--- config.mk ---
export PLATFORM = sky130hd
export DESIGN_NAME = sqvs_cordic_cell
export DESIGN_NICKNAME = d
export VERILOG_FILES = /design/src/design/sqvs_pkg.sv /design/src/design/sqvs_cordic_cell.sv
export SDC_FILE = /design/constraint.sdc
export NUM_CORES = 1
export LEC_CHECK = 0
export BUFFER_PORTS_ARGS = -buffer_cell sky130_fd_sc_hd__buf_2
export CAP_MARGIN = 25
export CORE_MARGIN = 2
export CORE_UTILIZATION = 56
export DETAILED_ROUTE_END_ITERATION = 8
export MAX_ROUTING_LAYER = met4
export PLACE_DENSITY_LB_ADDON = 0.3
export SLEW_MARGIN = 10
export SYNTH_ARGS = -nofsm -noshare
export SYNTH_HDL_FRONTEND = slang
export SYNTH_SLANG_ARGS = --single-unit
--- constraint.sdc ---
create_clock -name clk_i -period 3.6 [get_ports clk_i]
set_input_delay 0.72 -clock clk_i [delete_from_list [all_inputs] [get_ports clk_i]]
set_output_delay 0.72 -clock clk_i [all_outputs]
set_load 0.02 [all_outputs]
--- src/design/sqvs_pkg.sv ---
// Shared types, constants and helpers for the sprite quad vertex setup core.
package sqvs_pkg;

  localparam int unsigned CfgW     = 14;
  localparam int unsigned CordW    = 34;   // CORDIC x/y, Q2.30 plus headroom
  localparam int unsigned AngW     = 33;   // CORDIC residual angle
  localparam int unsigned ProdW    = 51;   // 34 x 17 signed products
  localparam int unsigned SumW     = 52;   // rotated corner, scaled by 2^30
  localparam int unsigned DivW     = 32;   // dividend and quotient bits
  localparam int unsigned MaxSteps = 24;

  localparam logic signed [CordW-1:0] GainQ30 = 34'sh026DD3B6A;

  localparam logic [31:0] AtanTab [MaxSteps] = '{
    32'h20000000, 32'h12E4051E, 32'h09FB385B, 32'h051111D4, 32'h028B0D43,
    32'h0145D7E1, 32'h00A2F61E, 32'h00517C55, 32'h0028BE53, 32'h00145F2F,
    32'h000A2F98, 32'h000517CC, 32'h00028BE6, 32'h000145F3, 32'h0000A2FA,
    32'h0000517D, 32'h000028BE, 32'h0000145F, 32'h00000A30, 32'h00000518,
    32'h0000028C, 32'h00000146, 32'h000000A3, 32'h00000051
  };

  typedef enum logic [2:0] {
    CFG_VIEW_W = 3'd0,
    CFG_VIEW_H = 3'd1,
    CFG_TEX_W  = 3'd2,
    CFG_TEX_H  = 3'd3
  } cfg_idx_e;

  localparam logic [CfgW-1:0] ViewWRst = 14'd1280;
  localparam logic [CfgW-1:0] ViewHRst = 14'd720;
  localparam logic [CfgW-1:0] TexWRst  = 14'd16;
  localparam logic [CfgW-1:0] TexHRst  = 14'd16;

  // Side data that rides along the CORDIC chain.
  typedef struct packed {
    logic [1:0]         corner;
    logic               flip;
    logic signed [17:0] cx;
    logic signed [17:0] cy;
    logic signed [16:0] tx;
    logic signed [16:0] ty;
    logic [DivW-1:0]    unum;
    logic [DivW-1:0]    vnum;
  } cside_t;

  // Side data that rides along the divider chain.
  typedef struct packed {
    logic [1:0] corner;
    logic       negx;
    logic       negy;
  } dside_t;

  // A zero divisor acts as one.
  function automatic logic [CfgW-1:0] nz(input logic [CfgW-1:0] v);
    return (v == '0) ? CfgW'(1) : v;
  endfunction

endpackage

--- src/design/sqvs_cordic_cell.sv ---
// One CORDIC rotation step with its output register.
module sqvs_cordic_cell
  import sqvs_pkg::*;
#(
  parameter int STEP = 0
) (
  input  logic                    clk_i,
  input  logic                    en_i,
  input  logic signed [CordW-1:0] x_i,
  input  logic signed [CordW-1:0] y_i,
  input  logic signed [AngW-1:0]  z_i,
  output logic signed [CordW-1:0] x_o,
  output logic signed [CordW-1:0] y_o,
  output logic signed [AngW-1:0]  z_o
);

  logic signed [CordW-1:0] xsh, ysh, x_d, y_d;
  logic signed [AngW-1:0]  at, z_d;

  always_comb begin
    xsh = x_i >>> STEP;
    ysh = y_i >>> STEP;
    at  = $signed({1'b0, AtanTab[STEP]});
    if (!z_i[AngW-1]) begin
      x_d = x_i - ysh;
      y_d = y_i + xsh;
      z_d = z_i - at;
    end else begin
      x_d = x_i + ysh;
      y_d = y_i - xsh;
      z_d = z_i + at;
    end
  end

  always_ff @(posedge clk_i) begin
    if (en_i) begin
      x_o <= x_d;
      y_o <= y_d;
      z_o <= z_d;
    end
  end

endmodule

==> metrics.cfg, run 1 <==
[floorplanning]
ios=204
start_util_pct=57.0
coreArea_um2=15800
rows=46
die_w_um=131
die_area_um2=17200
die_h_um=131

[power]
pwr-share-seq_pct=35.7
ir_drop_mv=0.264
internal-power_mw=2.69
p_sw_share_pct=37.9
combPwrFrac_pct=41.5
clkPwrFrac_pct=22.7
p_leak_nw=5.17
p_sw_mw=1.64
power.density_nw_per_um2=385

[logic_synthesis]
synth_top_family_by_area=compound AO/OA/AOI/OAI gates
synth_area_per_cell_um2=8.98
synth_compound_area_share_pct=24.9
synth_flop_cell=edfxtp_1
synthTopCellsByCount=a21oi_1, nor2_1, ha_1, edfxtp_1, inv_1
ys_seq_elements=100
yosysWarningCount=0
synth_area_leaders=edfxtp_1, ha_1, a21oi_1
synthCells=1005
syn-num-nets=1214
synth_fa_ha_area_share_pct=15.0
synth_edf_count=100
synth_top_area_cell=edfxtp_1
synth_top_area_share_pct=33.3
synthXorXnorAreaFrac_pct=6.40
synth_area_um2=9030
muxShareOfSynthArea_pct=1.79
ys_async_sr_fraction_pct=0
synth_most_common_cell=a21oi_1
ys_types=76
ys_seq_area_share_pct=33.3
synth-simple-area-share_pct=11.9

[sta]
relSlewSlack_pct=59.5
clock.fmax_mhz=295
setup_viol=0
layout_setup_ws_ns=0.215
worstMarginPinSlew_ns=0.603
slew_viol_final=0
period_share_pct=94.0
finalCriticalPeriod_ns=3.39
whs_ns=0.535
tns_ns=0
rsz0062_at_grt=no
hold_viol=0

[final_layout]
area_growth_pct=24.4
ff_latch_area_um2=3000
finalCoreUtilization_pct=70.9
drive_gt1_share_pct=27.4
fillers=1269
diodes=0
stdcell_count=1503
final_nets=1491
multi_input_area_um2=5420

[critical_path]
endpoint_kind=flip-flop
path_class=in -> reg
crit_slowest_cell=a211oi_2
cp_data_arrival_time_ns=3.49
crit_chain=buf_2 -> inv_1 -> ha_1 -> a21o_1 -> a21oi_1 -> o221ai_1 -> a221oi_1 -> buf_4 -> a211oi_2 -> a21oi_1 -> o211ai_1 -> o21ai_0 -> xnor2_1
cpMostUsedCell=a21oi_1
cpPeakStageDelay_ns=0.53
critPathMaxFanout=8
cp-start-kind=input pin
required_ns=3.70

[outcome]
status=completed

[placement]
gp_congestion=1.04
dp_hpwl_mm=22.8
dpl.cell_count=1487
portBuffers=203
place_ws_ns=-0.0717

[clocking]
clock-root-buffer=clkbuf_16
cts_setup_buffers=0
numCtsBuffers=9
cts_hold_buf=0
clock-sinks=100
htree_levels=3
cts_tree=yes
clkTransAtPathRegs_ns=0.07
cts_max_path_buffers=2
post_cts_resized=0

[detailed_routing]
drt_pre_antenna_iters=5
routed_via_density=5.85
drc_errors=0
vias=8798
wl_mm=28.5
drtIter0Drc=949
ant_nets=0
wl_per_cell_um=19.0

[grt]
first_global_vias=8277
grt_usage_pct=33.9
grt.overflow.total=0
antenna_found_initial=0
grt_start_max_net_pins=68
grt_pass1_wl_mm=43.3

[min_path]
hp-class=in -> reg

[run]
maxCapViolCount=0

-- power by group through the flow --
stage / clock network (mW) / registers (mW) / logic [mW]
CTS: 0.995 / 1.55 / 1.77
floorplan: 0 / 1.79 / 0.853
finish: 0.984 / 1.55 / 1.80
global placement: 0 / 1.57 / 1.74
detailed placement: 0 / 1.57 / 1.76
global route: 1.03 / 1.56 / 1.93
-- layout by cell type, fill, tap and decap left out, types with 10 or more instances in the layout --
master	count
edfxtp_1	100
a211oi_1	13
a21o_1	21
nor2_1	103
mux2i_1	15
nand3_1	22
xor2_1	10
buf_2	202
buf_4	107
nand2b_1	13
a21oi_1	124
nand2_1	42
ha_1	102
o31ai_1	11
o21bai_1	20
xnor2_1	56
o21ai_0	53
inv_1	98
nor3_1	14
-- kinds of logic (layout without fill, tap and decap cells) --
group	count (synthesis)	after routing
muxes	16	16
buffers and inverters	148	430
AOI/OAI and AO/OA	338	338
DFF	100	100
adders and majority gates	106	106
xor gates and xnor gates	66	66
and+or+nand+nor	231	231
-- flip-flops by register name (all words and copies together), names as in the netlist --
name	cells
y_o	33
x_o	34
z_o	33
-- layout make-up --
cell class	count	share of cell area, %
inverters	103	3.44
well taps	216	2.41
multi-input cells	757	48.3
clock inverters	7	0.613
clock buffers	9	2.01
flip-flops and latches	100	26.7
repair buffers	311	16.5
-- metal layers --
metal,routed length [um],up-vias,global-route usage [%],share of wire (%)
met1,11700,4059,42.1,41
met4,1050,0,13.4,3.7
li1,-,4175,-,-
met2,13300,488,55.0,47
met3,2560,76,5.99,9.0
met5,0,-,-,0
-- worst paths after layout --
path              slack [ns]           endpoint     from  cells past startpoint
setup / recovery        0.21  y_o[29]$_DFFE_PP_   x_i[7]                     13
hold / removal          0.54  z_o[16]$_DFFE_PP_  z_i[16]                      1
-- critical path: cells and delay by family --
family / cells / cell delay, ns
AOI/OAI and AO/OA: 8 / 1.83
adders and majority gates: 1 / 0.46
buffers and inverters: 3 / 0.31
xor gates and xnor gates: 1 / 0.16
-- per-stage QoR --
| stage | cell area, um^2 | power [mW] |
|---|---|---|
| after floorplan | 9030 | 2.64 |
| after global placement | 10900 | 3.31 |
| after detailed placement | 10900 | 3.33 |
| after CTS | 11200 | 4.32 |
| after global routing | 11200 | 4.53 |
| final | 11200 | 4.33 |
(Power assumes the default switching activity.)
==> run 2: changes to the inputs <==
--- a/config.mk
+++ b/config.mk
@@ -5,10 +5,11 @@
 export SDC_FILE = /design/constraint.sdc
 export NUM_CORES = 1
 export LEC_CHECK = 0
+export ABC_AREA = 1
 export BUFFER_PORTS_ARGS = -buffer_cell sky130_fd_sc_hd__buf_2
 export CAP_MARGIN = 25
 export CORE_MARGIN = 2
-export CORE_UTILIZATION = 56
+export CORE_UTILIZATION = 55
 export DETAILED_ROUTE_END_ITERATION = 8
 export MAX_ROUTING_LAYER = met4
 export PLACE_DENSITY_LB_ADDON = 0.3
==> run 2 against run 1 <==
Design area increased by 7.5%; synthesized area increased by 19%; non-clock buffer count decreased by 103; worst hold slack got worse by 0.0016 ns; global-route usage increased by 2.3 points; clock-buffer cell count increased by 1.
==> metrics.cfg, run 2 <==
[logic_synthesis]
synth_area_per_cell_um2=6.74
synthTopCellsByCount=nand2_1, inv_1, nand3_1, nor2_1, a21oi_1
synth_flop_cell=edfxtp_1
ys_seq_area_share_pct=28.1
ys_async_sr_fraction_pct=0
synth_top_area_cell=edfxtp_1
ys_types=47
syn-num-nets=1797
synth_top_area_share_pct=28.1
synth_area_um2=10700
synth_most_common_cell=nand2_1
synth_area_leaders=edfxtp_1, nand2_1, ha_1
synth_edf_count=100
synthCells=1588
ys_seq_elements=100
yosysWarningCount=0

[sta]
setup_viol=0
whs_ns=0.534
period_share_pct=77.6
slew_viol_final=0
hold_viol=0
finalCriticalPeriod_ns=2.79
rsz0062_at_grt=no
tns_ns=0
relSlewSlack_pct=51.0
clock.fmax_mhz=358
worstMarginPinSlew_ns=0.735

[floorplanning]
start_util_pct=55.5
ios=204
rows=51
die_area_um2=20600
die_h_um=143
die_w_um=143
coreArea_um2=19300

[critical_path]
required_ns=3.71
endpoint_kind=flip-flop
path_class=in -> reg
critPathMaxFanout=11
cp-start-kind=input pin
cp_data_arrival_time_ns=2.90

[clocking]
htree_levels=3
cts_hold_buf=0
post_cts_resized=0
cts_setup_buffers=0
cts_tree=yes
numCtsBuffers=9
cts_max_path_buffers=2
clock-sinks=100
clkTransAtPathRegs_ns=0.08
clock-root-buffer=clkbuf_16

[final_layout]
drive_gt1_share_pct=16.8
top_regs=x_o: 34 flops, y_o: 33 flops, z_o: 33 flops
multi_input_area_um2=6390
final_common_cell=nand2_1
final_nets=1970
area_growth_pct=12.7
ff_latch_area_um2=3000
largest_register_ffs=34
mostFrequentLayoutCells=nand2_1, inv_1, buf_2
fillers=1890
regMostFlops=x_o
diodes=0

[power]
internal-power_mw=2.55
clkPwrFrac_pct=23.5
pwr-share-seq_pct=34.7
p_sw_mw=1.78
power.density_nw_per_um2=359
p_leak_nw=6.27
p_sw_share_pct=41.2
combPwrFrac_pct=41.8
ir_drop_mv=0.257

[placement]
gp_congestion=0.988
portBuffers=203
dp_hpwl_mm=30.4

[grt]
first_global_vias=10300
grt_start_max_net_pins=57
grt_usage_pct=36.2
grt_pass1_wl_mm=55.2
grt.overflow.total=0
antenna_found_initial=0

[detailed_routing]
wl_per_cell_um=18.1
routed_via_density=5.66
ant_nets=0
wl_mm=36.7
drt_pre_antenna_iters=6
drc_errors=0
vias=11500
drtIter0Drc=1220

[min_path]
hp-class=in -> reg
hold_depth=1

[run]
maxCapViolCount=0

[outcome]
status=completed

## run 2: cell types whose count changed after synthesis, moves of 16 or more
| cell | delta |
|---|---|
| nand2_1 | +423 |
| inv_1 | +143 |
| nand3_1 | +137 |
| xnor2_1 | -55 |
| a21oi_1 | -19 |
| inv_2 | +16 |
| nor2_2 | +16 |
| o21ai_0 | +16 |
## run 2: worst paths after layout
check,from,endpoint,slack (ns)
setup / recovery,x_i[7],x_o[25]$_DFFE_PP_,0.81
hold / removal,z_i[11],z_o[11]$_DFFE_PP_,0.53
## run 2: critical path: stages
cell and delay, ns:
buf_2 0.11, inv_1 0.04, ha_1 0.49, nand2_1 0.23, inv_1 0.09, a21oi_1 0.27
nand2_1 0.16, nor2_1 0.25, inv_1 0.14, nand2_1 0.13, nand3_1 0.09, nand3_1 0.10
nand2_1 0.07
## run 2: cell families after synthesis
logic type | Yosys count | synth area share, %
buf+inv | 307 | 12.2
fa+ha+maj | 106 | 12.7
xor+xnor | 25 | 2.05
simple gates | 808 | 32.3
compound gates | 240 | 12.5
mux | 2 | 0.187
flops | 100 | 28.1
## run 2: power by group through the flow
stage          clock (mW)  sequential (mW)  combinational, mW
2_1_floorplan           0             1.72               1.00
3_3_place_gp            0             1.53               1.73
3_5_place_dp            0             1.53               1.76
4_1_cts              1.02             1.51               1.77
5_1_grt              1.06             1.52               1.96
6_report             1.02             1.50               1.81
## run 2: cell type report
type	instances	share of cell area, %
Multi-Input combinational cell	1181	53.0
Inverter	261	8.14
Timing Repair Buffer	208	8.86
Clock buffer	10	1.90
Tap cell	265	2.75
Clock inverter	5	0.498
Sequential cell	100	24.9
## run 2: metal layers
layer  track usage (%)  part of all wire [%]  vias to the layer above
met2              54.5                    43                      637
met3              4.97                   9.3                       78
met1              50.5                    44                     5331
met4              11.6                   3.0                        0
li1                  -                     -                     5447
met5                 -                     0                        -
## run 2: through the flow
stage	utilization (%)	instance area, um^2	total power, mW	cells	worst slack (ns)
floorplan	-	10700	2.72	1588	1.19
global placement	61.1	11800	3.26	2015	0.526
detailed placement	61.1	11800	3.29	2015	0.534
CTS	62.6	12100	4.30	2030	0.907
global route	62.6	12100	4.54	2030	0.676
finish	62.6	12100	4.34	2030	0.808
