`src/design/sqvs_pkg.sv`:
```
// Shared types, constants and helpers for the sprite quad vertex setup core.
package sqvs_pkg;

  localparam int unsigned CfgW     = 14;
  localparam int unsigned CordW    = 34;   // CORDIC x/y, Q2.30 plus headroom
  localparam int unsigned AngW     = 33;   // CORDIC residual angle
  localparam int unsigned ProdW    = 51;   // 34 x 17 signed products
  localparam int unsigned SumW     = 52;   // rotated corner, scaled by 2^30
  localparam int unsigned DivW     = 32;   // dividend and quotient bits
  localparam int unsigned MaxSteps = 24;

  localparam logic signed [CordW-1:0] GainQ30 = 34'sh026DD3B6A;

  localparam logic [31:0] AtanTab [MaxSteps] = '{
    32'h20000000, 32'h12E4051E, 32'h09FB385B, 32'h051111D4, 32'h028B0D43,
    32'h0145D7E1, 32'h00A2F61E, 32'h00517C55, 32'h0028BE53, 32'h00145F2F,
    32'h000A2F98, 32'h000517CC, 32'h00028BE6, 32'h000145F3, 32'h0000A2FA,
    32'h0000517D, 32'h000028BE, 32'h0000145F, 32'h00000A30, 32'h00000518,
    32'h0000028C, 32'h00000146, 32'h000000A3, 32'h00000051
  };

  typedef enum logic [2:0] {
    CFG_VIEW_W = 3'd0,
    CFG_VIEW_H = 3'd1,
    CFG_TEX_W  = 3'd2,
    CFG_TEX_H  = 3'd3
  } cfg_idx_e;

  localparam logic [CfgW-1:0] ViewWRst = 14'd1280;
  localparam logic [CfgW-1:0] ViewHRst = 14'd720;
  localparam logic [CfgW-1:0] TexWRst  = 14'd16;
  localparam logic [CfgW-1:0] TexHRst  = 14'd16;

  // Side data that rides along the CORDIC chain.
  typedef struct packed {
    logic [1:0]         corner;
    logic               flip;
    logic signed [17:0] cx;
    logic signed [17:0] cy;
    logic signed [16:0] tx;
    logic signed [16:0] ty;
    logic [DivW-1:0]    unum;
    logic [DivW-1:0]    vnum;
  } cside_t;

  // Side data that rides along the divider chain.
  typedef struct packed {
    logic [1:0] corner;
    logic       negx;
    logic       negy;
  } dside_t;

  // A zero divisor acts as one.
  function automatic logic [CfgW-1:0] nz(input logic [CfgW-1:0] v);
    return (v == '0) ? CfgW'(1) : v;
  endfunction

endpackage

```
`src/design/sqvs_div_cell.sv`:
```
// One restoring-division step: one quotient bit per cell, registered.
module sqvs_div_cell
  import sqvs_pkg::*;
(
  input  logic            clk_i,
  input  logic            en_i,
  input  logic [CfgW-1:0] den_i,
  input  logic [DivW-1:0] num_i,
  input  logic [CfgW-1:0] rem_i,
  output logic [DivW-1:0] num_o,
  output logic [CfgW-1:0] rem_o
);

  logic [CfgW:0]   trial;
  logic            ge;
  logic [CfgW-1:0] rem_d;
  logic [DivW-1:0] num_d;

  always_comb begin
    trial = {rem_i, num_i[DivW-1]};
    ge    = trial >= {1'b0, den_i};
    rem_d = ge ? CfgW'(trial - {1'b0, den_i}) : trial[CfgW-1:0];
    // shift the quotient bit in as the dividend bit moves out
    num_d = {num_i[DivW-2:0], ge};
  end

  always_ff @(posedge clk_i) begin
    if (en_i) begin
      num_o <= num_d;
      rem_o <= rem_d;
    end
  end

endmodule

```
`config.mk`:
```
export PLATFORM = sky130hd
export DESIGN_NAME = sqvs_div_cell
export DESIGN_NICKNAME = d
export VERILOG_FILES = /design/src/design/sqvs_pkg.sv /design/src/design/sqvs_div_cell.sv
export SDC_FILE = /design/constraint.sdc
export NUM_CORES = 1
export LEC_CHECK = 0
export ABC_CLOCK_PERIOD_IN_PS = 2800
export BUFFER_PORTS_ARGS = -buffer_cell sky130_fd_sc_hd__buf_2
export CORE_MARGIN = 1.5
export CORE_UTILIZATION = 30
export CTS_BUF_LIST = sky130_fd_sc_hd__clkbuf_4 sky130_fd_sc_hd__clkbuf_8
export DETAILED_ROUTE_END_ITERATION = 12
export GPL_TIMING_DRIVEN = 1
export SLEW_MARGIN = 10
export SYNTH_ARGS = -nofsm -noshare
export SYNTH_HDL_FRONTEND = slang
export SYNTH_SLANG_ARGS = --single-unit
```
`constraint.sdc`:
```
create_clock -name clk_i -period 2.8 [get_ports clk_i]
set_input_delay 0.42 -clock clk_i [delete_from_list [all_inputs] [get_ports clk_i]]
set_output_delay 0.42 -clock clk_i [all_outputs]
set_load 0.05 [all_outputs]
```
==> results of run 1 <==
metrics by stage:
stage	cells	utilization	power (mW)	setup WS [ns]	setup TNS (ns)
finish	399	0.4227	2.023	0.2640	0
global route	399	0.4227	2.112	0.1343	0
CTS	399	0.4227	2.043	0.2512	0
detailed placement	391	0.4079	1.537	-0.06237	-0.2916
global placement	391	0.4079	1.533	-0.04220	-0.2063
floorplan	169	-	1.352	0.4291	0
per-layer routing:
layer | vias to the layer above | wire, um
li1 | 891 | -
met1 | 815 | 2369
met2 | 90 | 2476
met3 | 7 | 429
met4 | 0 | 104
met5 | - | 0
power groups by stage:
stage	Clock, mW	Sequential [mW]	Combinational (mW)
2_1_floorplan	0	1.13	0.220
3_3_place_gp	0	0.877	0.656
3_5_place_dp	0	0.878	0.659
4_1_cts	0.519	0.863	0.661
5_1_grt	0.540	0.869	0.703
6_report	0.505	0.861	0.657
state kept, by name, indices dropped and copies added (netlist names):
| register | flops |
|---|---|
| num_o | 32 |
| rem_o | 14 |
cell usage after synthesis, drive strengths merged (3+ instances only):
cell     n  area share
nor2     4      0.0063
ha      15       0.079
o21a     6       0.019
edfxtp  46        0.58
inv     20       0.032
xnor2    8       0.030
nor2b    4       0.014
nand2    3      0.0047
a21oi    7       0.015
o21ai    3      0.0079
nor3     3      0.0063
mux2    13       0.074
area by class of cell:
cell class	count	area, um^2	area share
Clock buffer	6	76.32	0.02349
Inverter	20	75.07	0.02310
Multi-Input combinational cell	101	903.4	0.2780
Timing Repair Buffer	122	648.1	0.1995
Tap cell	102	127.6	0.03928
Clock inverter	2	37.54	0.01155
Sequential cell	46	1381	0.4251
layout by cell type (no fill, tap or decap), types with 2 or more instances in the layout:
master,netlist,final
clkbuf_8,0,5
o22ai_1,2,2
mux2_2,5,5
a21oi_1,7,7
o21a_1,5,5
edfxtp_1,46,46
o21ai_0,2,2
mux2_4,8,8
nand2_1,3,3
nor2_1,4,4
xor2_1,2,2
buf_2,0,107
nand4_1,2,2
and3_1,2,2
nand3_1,2,2
nor2b_1,3,3
buf_4,0,15
xnor2_1,8,8
ha_1,15,15
nor3_1,3,3
inv_1,20,20
o2111ai_1,2,2
or3_1,2,2
mux2i_1,2,2
cell families (layout without fill, tap and decap cells):
logic type	after synthesis	in the layout
flip-flops	46	46
XOR/XNOR	10	10
AO/OA/AOI/OAI	35	35
multiplexers	15	15
buffers and inverters	22	150
AND/OR/NAND/NOR	25	25
adder cells (fa/ha/maj)	16	16
worst paths after layout:
check             startpoint  endpoint  slack (ns)
setup / recovery    den_i[5]  rem_o[2]        0.26
hold / removal      num_i[7]  num_o[8]        0.29
==> key figures, run 1 <==
Outcome
  – Status: finished clean

Floorplanning
  – Starting Density: 0.3089
  – Die height: 91.97 um
  – Die area: 8458 um^2
  – Row count: 32
  – I/O Pins: 108
  – Die X: 91.97 um
  – Core area: 7687 um^2

Power and ir drop
  – Logic pwr share: 0.325
  – P_int: 1.351 mW
  – Max IR drop VDD: 200.1 uV
  – Sequential share of power: 0.426
  – NetSw: 0.6719 mW
  – Pleak: 1.492 nW
  – Sw Share: 0.3321
  – Clk network pwr share: 0.250
  – Pwr Density: 622.6 nW/um^2

Setup path
  – CP top delay family: compound AO/OA/AOI/OAI gates
  – Worst EP arrival: 2.60 ns
  – CP startpoint kind: input port
  – Setup crit end kind: flip-flop
  – Setup CP Type: input port to flip-flop
  – Worst Path Max Fanout: 15
  – Worst stage delay on the critical path: 0.78 ns
  – Cell Chain, Critical Path: buf_2, inv_1, ha_1, and4_2, and3_1, nand4_1, o21ai_2, mux2_2
  – WP depth: 8
  – Worst EP required: 2.86 ns
  – CP max-delay cell: o21ai_2
  – Worst Path Buf+Inv: 2

Clocking
  – CTS Hold Buffers Added: 0
  – Resized Gates After CTS: 0
  – Root Driver: clkbuf_8
  – H-tree depth: 2
  – Worst-path clk slew: 0.09 ns
  – CTS Sinks: 46
  – Longest Clk Path Bufs: 2
  – Postcts setup bufs: 0
  – CTS tree: yes
  – Cts bufs inserted: 5

Drt
  – DRC Markers: 0
  – Routed wire length per instance: 13.48 um
  – Routed Antenna Nets: 0
  – Drt total wl: 5.379 mm
  – Via count: 1803
  – First-pass DRT Iterations: 4
  – DRT iter0 DRCs: 124
  – Vias per cell: 4.519

STA
  – RSZ-0062 raised after global routing: no
  – Slew of the pin with the lowest slew margin: 0.9840 ns
  – Final Hold Fails: 0
  – Final Max Tran Viols: 0
  – Setup Viol. Count Final: 0
  – Max Freq: 0.3943 GHz
  – Fin crit share: 0.9057
  – Final critical-path required period: 2.536 ns
  – WHS: 0.2900 ns
  – Worst relative slew slack: 0.3439

Yosys
  – Largest family of logic cells by synthesized area: compound AO/OA/AOI/OAI gates
  – Syn Nets: 247
  – Post-synthesis sequential area ratio: 0.5817
  – Synth Area in Adders: 0.08746
  – Compound-cell area share of the yosys netlist: 0.1122
  – Post-synth ARST share: 0
  – Prevailing post-synth register cell: edfxtp_1
  – Syn Inst Count: 169
  – EDFF count, synth: 46
  – Ys Warns: 0
  – Mux cell area share after synthesis: 0.08272
  – Library cells used by synthesis: 45
  – Post-synthesis xor/xnor area fraction: 0.03688
  – Simple-gate share of the synthesized area: 0.06112
  – Mapped cell area: 2375 um^2
  – Avg Inst Size Synth: 14.05 um^2
  – Synth Register Bits: 46

Cells and area
  – Layout fillers: 768
  – Design area: 3249 um^2
  – Fraction of layout cells with a size suffix above 1: 0.5118
  – ANT cells: 0
  – P&R area growth vs syn: 36.83%
  – Final #Nets: 374

Hold path
  – HP Class: input port to flip-flop
  – Hold Path Stages: 1

Global routing
  – Met1 usage: 0.1529
  – Total Routing Usage GR: 0.1252
  – Gr ovfl total: 0
  – Initial antenna violation count: 0
  – Global-route wire length before repair: 8.190 mm
  – Largest net degree at the start of global routing: 29
  – Most used routing layer: met2
  – Met3 Use GR: 0.02819
  – M2 GR Usage: 0.2111
  – Vias in the first global route: 1745

Placed design
  – HPWL Detailed: 4.191 mm
  – Routability Congestion: 0.8398
  – Port Buf Inserts: 107
  – DP Area: 3136 um^2

Flow run
  – Max-cap check violation count: 0
No activity file was read; power rests on OpenSTA's default activity.
==> run 2, diff against run 1 <==
--- a/config.mk
+++ b/config.mk
@@ -7,7 +7,7 @@
 export LEC_CHECK = 0
 export ABC_CLOCK_PERIOD_IN_PS = 2800
 export BUFFER_PORTS_ARGS = -buffer_cell sky130_fd_sc_hd__buf_2
-export CORE_MARGIN = 1.5
+export CORE_MARGIN = 3
 export CORE_UTILIZATION = 30
 export CTS_BUF_LIST = sky130_fd_sc_hd__clkbuf_4 sky130_fd_sc_hd__clkbuf_8
 export DETAILED_ROUTE_END_ITERATION = 12
==> run 2 against run 1 <==
Net effect:
- non-clock buffer count is 3 lower
- count of clock-buffer cells in the layout down 1
- flip-flop and latch count stayed put
- first-iteration DRC count shrank 43%
==> key figures, run 2 (same netlist as run 1, synthesis figures left out) <==
Outcome
  – Status: finished clean

Setup path
  – Worst stage delay on the critical path: 0.78 ns (about the same)
  – Worst EP required: 2.84 ns (-0.02 ns)
  – Cell Chain, Critical Path: buf_2, ha_1, nor2b_1, o2111ai_1, nand3b_1, a31oi_1, o21ai_2, mux2_2
  – Worst Path Max Fanout: 15 (unchanged)
  – CP max-delay cell: o21ai_2
  – Worst EP arrival: 2.58 ns (-0.02 ns)
  – CP startpoint kind: input port
  – Setup crit end kind: flip-flop
  – Setup CP Type: input port to flip-flop

Clocking
  – Postcts setup bufs: 0 (unchanged)
  – CTS tree: yes
  – Worst-path clk slew: 0.09 ns (about the same)
  – H-tree depth: 2 (unchanged)
  – CTS Hold Buffers Added: 0 (unchanged)
  – CTS Sinks: 46 (unchanged)
  – Longest Clk Path Bufs: 2 (unchanged)
  – Resized Gates After CTS: 0 (unchanged)
  – Root Driver: clkbuf_8
  – Cts bufs inserted: 5 (unchanged)

Drt
  – DRT iter0 DRCs: 71 (-43%)
  – Via count: 1736 (-3.7%)
  – Vias per cell: 4.429 (-2.0%)
  – First-pass DRT Iterations: 4 (unchanged)
  – Drt total wl: 5.262 mm (-2.2%)
  – Routed Antenna Nets: 0 (unchanged)
  – DRC Markers: 0 (unchanged)
  – Routed wire length per instance: 13.42 um (-0.43%)

Placed design
  – HPWL Detailed: 4.320 mm (+3.1%)
  – Port Buf Inserts: 107 (unchanged)
  – DP Area: 3109 um^2 (-0.84%)
  – Routability Congestion: 0.8301 (-1.2%)

STA
  – Slew of the pin with the lowest slew margin: 0.9658 ns (-0.01819 ns)
  – RSZ-0062 raised after global routing: no
  – WHS: 0.2979 ns (+0.007918 ns)
  – Max Freq: 0.3947 GHz (+0.11%)
  – Worst relative slew slack: 0.3560 (+0.01213)
  – Final Max Tran Viols: 0 (unchanged)
  – Final critical-path required period: 2.533 ns (-0.002673 ns)
  – Setup Viol. Count Final: 0 (unchanged)
  – Fin crit share: 0.9048 (-0.0009546)
  – Final Hold Fails: 0 (unchanged)

Cells and area
  – Final #Nets: 371 (-0.80%)
  – Multi-input gate area: 903.4 um^2 (unchanged)
  – Largest regs: num_o x32, rem_o x14
  – P&R area growth vs syn: 34.25%
  – Fraction of layout cells with a size suffix above 1: 0.5051 (-0.006665)
  – Design area: 3188 um^2 (-1.9%)
  – Most flop-heavy register: num_o
  – Layout fillers: 716 (-6.8%)
  – Number of flip-flops in the largest register: 32 (unchanged)
  – Most common library cell in the layout ignoring fill and taps: buf_2
  – ANT cells: 0 (unchanged)
  – FF+latch area: 1381 um^2 (unchanged)
  – Most frequent cells in the layout: buf_2, edfxtp_1, inv_1

Hold path
  – HP Class: input port to flip-flop
  – Hold endpoint: num_o[8]
  – Min-delay src: num_i[7]
  – Hold Path Stages: 1 (unchanged)

Power and ir drop
  – Max IR drop VDD: 185.5 uV (-7.3%)
  – Pleak: 1.467 nW (-1.7%)
  – Pwr Density: 590.3 nW/um^2 (-5.2%)

Floorplanning
  – Starting Density: 0.3189 (+0.009965)
  – I/O Pins: 108 (unchanged)
  – Row count: 31 (-3.1%)
  – Die X: 94.97 um (+3.3%)
  – Die area: 9019 um^2 (+6.6%)
  – Die height: 94.97 um (+3.3%)
  – Core area: 7447 um^2 (-3.1%)

Global routing
  – Largest net degree at the start of global routing: 24 (-17%)
  – Total Routing Usage GR: 0.1143 (-0.01088)
  – Gr ovfl total: 0 (unchanged)
  – Vias in the first global route: 1735 (-0.57%)
  – Global-route wire length before repair: 7.928 mm (-3.2%)
  – Initial antenna violation count: 0 (unchanged)

Flow run
  – Max-cap check violation count: 0 (unchanged)
==> run 2: worst max path at each step <==
stage / cells after the start / from / slack, ns / to
after global placement: 8 / den_i[8] / -0.05 / rem_o[1]
after CTS: 8 / rem_i[0] / 0.21 / rem_o[1]
after detailed placement: 8 / rem_i[0] / -0.09 / rem_o[13]
after global routing: 9 / den_i[1] / 0.001 / rem_o[1]
final: 8 / rem_i[0] / 0.27 / rem_o[1]
after floorplan: 9 / den_i[7] / 0.43 / rem_o[10]
==> run 2: stage by stage <==
stage	worst slack [ns]	setup TNS, ns	cells	power (mW)	utilization
finish	0.2666	0	392	1.882	0.4281
CTS	0.2113	0	392	1.913	0.4281
floorplan	0.4291	0	169	1.352	-
global placement	-0.04618	-0.2218	385	1.526	0.4175
detailed placement	-0.08677	-0.6098	385	1.533	0.4175
global route	0.001045	0	392	1.983	0.4281
==> run 2: power by group <==
part	internal [mW]	switching, mW	total, mW	leakage (nW)
registers	0.844	0.0168	0.861	0.450
clock network	0.168	0.205	0.373	0.0438
logic	0.226	0.422	0.648	0.973
==> run 2: worst max-delay path: cells and delay by family <==
kind	cells	cell delay (ns)
simple gates	2	0.32
fa+ha+maj	1	0.29
buf+inv	1	0.12
compound gates	3	1.00
mux	1	0.41
==> run 2: layout make-up <==
type	instances	area share
clock buffer	5	0.02159
clock inverter	2	0.003140
tap	99	0.03885
sequential	46	0.4333
inverter	20	0.02355
multi-input combinational	101	0.2834
timing repair buffer	119	0.1962
==> run 2: metal layers <==
layer  vias to the layer above  track usage  share of wire
met2                        75       0.2032           0.46
met5                         -            0              0
met4                         0      0.04327          0.014
met1                       776       0.1295           0.41
li1                        881            -              -
met3                         4      0.03187           0.11
